### src/rtl/assert_macros.svh
`ifndef ASSERT_MACROS_SVH
`define ASSERT_MACROS_SVH

// Same-cycle implication, checked out of reset
`define ASSERT_NOW(lbl, clk, rstn, ante, cons) \
    lbl: assert property (@(posedge clk) disable iff (!(rstn)) (ante) |-> (cons)) \
        else $error("assertion failed");

// Next-cycle implication, checked out of reset
`define ASSERT_NEXT(lbl, clk, rstn, ante, cons) \
    lbl: assert property (@(posedge clk) disable iff (!(rstn)) (ante) |=> (cons)) \
        else $error("assertion failed");

`endif

### src/rtl/wdsc_pkg.sv
package wdsc_pkg;

    localparam int ID_W        = 31;
    localparam int KEY_W       = 10;
    localparam int SUM_W       = 9;
    localparam int MAX_DIGITS  = 10;
    localparam int POS_W       = $clog2(MAX_DIGITS + 1);
    localparam int DIGIT_W     = 4;
    localparam int RECIP_W     = 32;
    localparam int PROD_W      = ID_W + RECIP_W;
    localparam int DIV10_SHIFT = 35;
    localparam int REM_BITS    = 3;
    localparam int REM_STAGES  = SUM_W / REM_BITS;
    localparam int IN_TDATA_W  = ((ID_W + 7) / 8) * 8;
    localparam int OUT_TDATA_W = ((SUM_W + 7) / 8) * 8;

    localparam logic [RECIP_W-1:0] DIV10_RECIP = 32'hCCCC_CCCD;
    localparam logic [KEY_W-1:0]   KEY_RESET   = 10'd11;
    localparam logic [SUM_W-1:0]   SUM_MAX     = 9'd495;
    localparam logic [SUM_W-1:0]   ONES_MAX    = 9'd9;

    typedef struct packed {
        logic [ID_W-1:0]  rest;
        logic [SUM_W-1:0] acc;
    } t_dig;

    typedef struct packed {
        logic [SUM_W-1:0] sum;
        logic [SUM_W-1:0] pend;
        logic [KEY_W-1:0] rem;
    } t_rem;

endpackage

### src/rtl/wdsc_rem_stage.sv
module wdsc_rem_stage
    import wdsc_pkg::*;
(
    input  logic             i_clk,
    input  logic             i_rst_n,
    input  logic             i_valid,
    output logic             o_ready,
    input  t_rem             i_data,
    input  logic [KEY_W-1:0] i_key,
    output logic             o_valid,
    input  logic             i_ready,
    output t_rem             o_data
);

    logic             r_valid;
    t_rem             r_data;
    t_rem             n_data;
    logic [KEY_W:0]   trial;
    logic [SUM_W-1:0] pend;
    logic [KEY_W-1:0] rem;

    // restoring remainder, REM_BITS (3) sum bits per stage, MSB first
    always_comb begin
        pend  = i_data.pend;
        rem   = i_data.rem;
        trial = '0;
        for (int b = 0; b < REM_BITS; b++) begin
            trial = {rem, pend[SUM_W-1]};
            pend  = pend << 1;
            if (trial >= {1'b0, i_key}) begin
                trial = trial - {1'b0, i_key};
            end
            rem = trial[KEY_W-1:0];
        end
        n_data.sum  = i_data.sum;
        n_data.pend = pend;
        n_data.rem  = rem;
    end

    assign o_ready = !r_valid || i_ready;
    assign o_valid = r_valid;
    assign o_data  = r_data;

    always_ff @(posedge i_clk) begin
        if (!i_rst_n) begin
            r_valid <= 1'b0;
        end else if (o_ready) begin
            r_valid <= i_valid;
        end
    end

    always_ff @(posedge i_clk) begin
        if (o_ready && i_valid) begin
            r_data <= n_data;
        end
    end

endmodule

### config.mk
export PLATFORM = sky130hd
export DESIGN_NAME = wdsc_rem_stage
export DESIGN_NICKNAME = d
export VERILOG_FILES = /design/src/rtl/assert_macros.svh /design/src/rtl/wdsc_pkg.sv /design/src/rtl/wdsc_rem_stage.sv
export SDC_FILE = /design/constraint.sdc
export NUM_CORES = 1
export LEC_CHECK = 0
export BUFFER_PORTS_ARGS = -buffer_cell sky130_fd_sc_hd__buf_2
export CAP_MARGIN = 20
export CORE_MARGIN = 5
export CORE_UTILIZATION = 40
export CTS_BUF_LIST = sky130_fd_sc_hd__clkbuf_16
export DETAILED_ROUTE_END_ITERATION = 12
export HOLD_SLACK_MARGIN = 0.08
export PLACE_DENSITY = 0.67
export SYNTH_ARGS = -nofsm -noshare
export SYNTH_HDL_FRONTEND = slang
export SYNTH_SLANG_ARGS = --single-unit
### constraint.sdc
create_clock -name i_clk -period 5.8 [get_ports i_clk]
set_clock_uncertainty 0.15 [all_clocks]
set_input_delay 0.29 -clock i_clk [delete_from_list [all_inputs] [get_ports i_clk]]
set_output_delay 0.29 -clock i_clk [all_outputs]
set_load 0.1 [all_outputs]
## Word level (Yosys, flattened, before mapping)

Index checks and enable logic that the tools add are counted.

| word-level totals | value |
|---|---|
| bits in registers | 26 |
| bits of input ports | 42 |
| output and inout port bits | 30 |
| logic and storage cells | 16 |

| operators by class | value |
|---|---|
| $add $sub $neg | 3 |
| magnitude comparators | 3 |
| multiplexer cells | 3 |
| reductions and logical operators | 3 |

Operator list:

| cell | number |
|---|---|
| 11-bit by 10-bit greater-or-equal comparator with 1-bit output | 3 |
| 10-bit two-way mux | 3 |
| 10-bit subtractor | 3 |
| 1-bit logical AND | 1 |
| 1-bit zero test | 1 |
| 1-bit logical OR | 1 |

## Logic depth before layout (Yosys ltp)

| depth | value |
|---|---|
| word-level depth | 6 |
| depth in mapped cells | 29 |
| gate-level depth less buffers | 26 |

## Worst setup path after synthesis

OpenSTA, ideal clock, no wires.

| path | value |
|---|---|
| kind | input-to-reg |
| start point | input port i_key[1] |
| end point | register r_data, in the netlist o_data[2], data pin |
| library setup time | 0.260 ns |
| arrival | 5.629 ns |
| data required time | 5.390 ns |
| slack | -0.239 ns |
| stages on the path | 25 |
| path buffers | 3 |
| cell sequence | inv_1 ha_1 nor2b_4 o31a_4 o21ai_4 o31ai_2 buf_2 mux2_2 ha_1 o21a_1 o31a_1 o41a_1 a221o_1 nand2_2 and2_4 buf_6 mux2_4 ha_1 or3_1 o211ai_1 a21oi_1 nor3_1 o211a_1 buf_6 mux2_2 |

| between the ends | value |
|---|---|
| word-level cells in the longest chain between the ends | 6 |
| elaborated cells between the ends (all ways) | 9 |
| classes of those cells | 3 x add/sub; 3 x order compare; 3 x mux |

RTL lines:

| item | RTL line | source |
|---|---|---|
| start, declared | wdsc_rem_stage.sv:9 | `input logic [KEY_W-1:0] i_key,` |
| 10-bit subtractor / 11-bit by 10-bit greater-or-equal comparator with 1-bit output (equally long branches) | wdsc_rem_stage.sv:31, wdsc_rem_stage.sv:30 |  |
| 10-bit two-way mux | wdsc_rem_stage.sv:30 | `if (trial >= {1'b0, i_key}) begin` |
| 11-bit by 10-bit greater-or-equal comparator with 1-bit output / 10-bit subtractor (equally long branches) | wdsc_rem_stage.sv:30, wdsc_rem_stage.sv:31 |  |
| 10-bit two-way mux | wdsc_rem_stage.sv:30 |  |
| 10-bit subtractor / 11-bit by 10-bit greater-or-equal comparator with 1-bit output (equally long branches) | wdsc_rem_stage.sv:31, wdsc_rem_stage.sv:30 |  |
| 10-bit two-way mux (*) | wdsc_rem_stage.sv:30 |  |
| net trial[2] | wdsc_rem_stage.sv:18 | `logic [KEY_W:0] trial;` |
| end signal, assigned | wdsc_rem_stage.sv:54 | `r_data <= n_data;` |
| end, declared | wdsc_rem_stage.sv:16 | `t_rem r_data;` |

The timed path passes the listed nets; every way through them passes the cells marked *.
A chain may end at the register's enable or synchronous reset.

## Worst setup path in the final report

| path | value |
|---|---|
| start point | input port i_key[1] |
| end point | register r_data, in the netlist o_data[8], data pin |

| between the ends | value |
|---|---|
| word-level cells in the longest chain between the ends | 6 |
| elaborated cells between the ends (all ways) | 9 |
| classes of those cells | 3 x add/sub; 3 x order compare; 3 x mux |

RTL lines:

| item | RTL line |
|---|---|
| 10-bit subtractor / 11-bit by 10-bit greater-or-equal comparator with 1-bit output (equally long branches) | wdsc_rem_stage.sv:31, wdsc_rem_stage.sv:30 |
| 10-bit two-way mux | wdsc_rem_stage.sv:30 |
| 10-bit subtractor / 11-bit by 10-bit greater-or-equal comparator with 1-bit output (equally long branches) | wdsc_rem_stage.sv:31, wdsc_rem_stage.sv:30 |
| 10-bit two-way mux | wdsc_rem_stage.sv:30 |
| 10-bit subtractor / 11-bit by 10-bit greater-or-equal comparator with 1-bit output (equally long branches) | wdsc_rem_stage.sv:31, wdsc_rem_stage.sv:30 |
| 10-bit two-way mux (*) | wdsc_rem_stage.sv:30 |
| net trial[8] | wdsc_rem_stage.sv:18 |

Marked as above.

==> results by group <==
Run status
  • Outcome: completed

STA
  • Max Slew Vio Count: 0
  • Final min period: roughly 5.7 ns
  • Slew @ Worst Pin: approximately 1.1 ns
  • Fmax: 176 MHz
  • Finish-stage setup viols: 0
  • Hold Vio Cnt, Final: 0
  • Slew margin rel.: 0.266
  • RSZ-0062 raised after global routing: yes
  • Tcrit/Tclk final: 0.982

Placement
  • HPWL reported at the end of detailed placement: ~5500 um
  • PortBufs: 68
  • Post-Place Cells: approximately 470
  • RD Place Congestion: 0.962

Global route
  • Largest net degree at the start of global routing: 26
  • First-pass GRT wire length: approximately 10000 um
  • GRT Util Overall: 0.163
  • Antenna violations before repair: 0
  • Vias in the first global route: approximately 2.3k
  • Congestion Overflow GR: 0

Cells and area
  • Most frequent cells in the layout: buf_4 (83), buf_2 (67), edfxtp_1 (25), ha_1 (21), inv_1 (17)
  • Fill count: between 500 and 600
  • Antenna cells: 0
  • Most common cell after layout, fill and taps aside: buf_4
  • Final #Nets: 495
  • Share of cells above drive strength 1: 0.508
  • Area delta synth->final: 61.8%
  • Layout Cells excl Fill: between 400 and 500

Clocking
  • Clock buffer depth: 2
  • Clk sink count: 26
  • H-tree depth: 1
  • Clock transition at the registers of the reported paths: approximately 0.060 ns
  • TritonCTS Buffers: 3
  • Clock Latency Late Sink: roughly 0.25 ns
  • CTS tree: done
  • Clock Tree Root: clkbuf_16

Setup path
  • Setup crit end kind: flip-flop
  • Worst path most repeated cell: ha_4
  • Top Family by Delay on Critical Path: compound AO/OA/AOI/OAI gates
  • Worst path bufs/invs: 5
  • Crit-path max FO: 5
  • Critical Path RT: 5.65 ns
  • Crit Path Category: in -> reg
  • Worst path max stage delay: roughly 0.4 ns
  • Critical Path AT: 5.55 ns
  • Worst R2R Setup Slack: ~4 ns
  • Worst setup SP type: input pin
  • Slowest-stage cell, CP: o41a_1

Synth
  • Post-Synthesis Cells: roughly 250
  • Simple-gate share of the synthesized area: 0.130
  • Synth Register Bits: 26
  • Adder-cell area share of the yosys netlist: 0.173
  • Multiplexer area fraction after synthesis: 0.101
  • Synth Area in XOR/XNOR: 0.0694
  • Post-synthesis cell type count: 53
  • Synth Area in Compound Gates: 0.172
  • Syn Area/Cell: 10.2 um^2
  • Post-synthesis sequential area ratio: 0.305
  • Syn. warnings: 0
  • Post-synth EDFFs: 25
  • Prevailing post-synth register cell: edfxtp_1
  • Cell Area, Synth: between 2000 and 3000 um^2
  • Post-synth ARST share: 0
  • Main combinational cell family by area after synthesis: adder cells

Drt
  • Final wirelength: around 7400 um
  • WL/cell: 14.9 um
  • Routed Antenna Nets: 0
  • Vias: between 2k and 2.5k
  • TritonRoute pass-1 iters: 4
  • Vias per cell: between 5 and 6
  • First DRT Iteration DRCs: roughly 120
  • DRC Markers: 0

Floorplan
  • Core Area: ~6200 um^2
  • Die area: 8000 um^2
  • IO Pins: 72
  • Die Wd: 89.4 um
  • Initial Util: 0.404
  • Num rows: 29
  • Die Y: around 89 um

Worst hold path
  • Hold Crit Class: in -> reg

Power and ir drop
  • Pwr Total: between 1500 and 2000 uW
  • Leak pwr: roughly 0.0019 uW
  • Peak supply drop: between 300 and 400 uV
  • Power per cell area: around 440 nW/um^2

Flow run
  • Max-cap violations: 0
==> report_power, final <==
part	switching [uW]	internal (uW)
combinational	743	609
sequential	8.37	273
clock	55.9	92.0
total	807	974
==> sequential cells by signal, indices dropped and copies added, names as in the netlist <==
name	flops
o_data	25
o_valid	1
==> cell families after synthesis <==
family / count (synthesis)
AOI/OAI and AO/OA: 62
xor gates and xnor gates: 20
adders and majority gates: 33
buffers and inverters: 25
DFF: 26
muxes: 21
other: 1
and+or+nand+nor: 60
==> layer usage <==
layer	vias to the layer above	wire length, um	GRT usage
met5	-	0	0
met4	0	68	0.0311
li1	1258	-	-
met1	1168	3150	0.214
met2	47	3870	0.283
met3	10	304	0.0249
==> area by class of cell <==
class                   count  area [um^2]  share of cell area
repair buffers            171         1200               0.295
well taps                  77         96.3              0.0236
clock buffers               3         75.1              0.0184
inverters                  19         75.1              0.0184
multi-input cells         199         1860               0.455
clock inverters             1         3.75            0.000919
flip-flops and latches     26          771               0.189
==> Yosys cell counts (3+ instances only) <==
library cell / instances / area share
nor3_1: 5 / 0.0099
xnor2_1: 15 / 0.052
o21ai_0: 8 / 0.016
xor2_1: 5 / 0.017
a21oi_1: 18 / 0.036
fa_1: 3 / 0.024
nand2b_1: 5 / 0.012
nand2_1: 7 / 0.010
a21o_1: 7 / 0.021
nand3_1: 10 / 0.020
ha_1: 30 / 0.15
o21a_1: 4 / 0.012
o21ai_1: 7 / 0.014
buf_4: 3 / 0.0089
mux2_4: 6 / 0.036
mux2_2: 7 / 0.031
mux2i_1: 3 / 0.012
nor2b_1: 4 / 0.0099
inv_1: 19 / 0.028
edfxtp_1: 25 / 0.30
nand4_1: 3 / 0.0074
nor2_1: 16 / 0.024
mux2_1: 5 / 0.022
==> worst reg2reg max path, stage by stage, from the launching register on <==
cell and delay [ns]:
dfxtp_1 0.30, nand2b_1 0.10, and2_1 0.87
==> worst paths after layout <==
check / endpoint / depth (start not counted) / from
max: o_data[8] / 26 / i_key[1]
min: o_valid / 2 / i_rst_n
max reg2reg: o_data[21] / 2 / o_valid
min reg2reg: o_valid / 2 / o_valid
==> timing repair <==
action / 4_1_cts / 5_1_grt
buffers inserted: 0 / 8
endpoints found under the setup margin: 0 / 9
hold buffers: 15 / 0
resized for setup: 0 / 33
hold endpoints to repair: 15 / 0
==> stage by stage <==
| step | area [um^2] | util | TNS (ns) | setup slack [ns] | hold WS (ns) |
|---|---|---|---|---|---|
| after detailed placement | 3600 | 0.577 | -1.73 | -0.210 | 0.318 |
| final | 4080 | 0.654 | 0 | 0.103 | 0.139 |
| after global routing | 4080 | 0.654 | -1.36 | -0.164 | 0.145 |
| after global placement | 3600 | 0.577 | -0.696 | -0.0908 | 0.317 |
| after floorplan | 2620 | - | -0.492 | -0.0722 | 0.239 |
| after CTS | 3830 | 0.614 | 0 | 0.0409 | 0.140 |
Note: power is estimated with default switching activity, not from simulation.
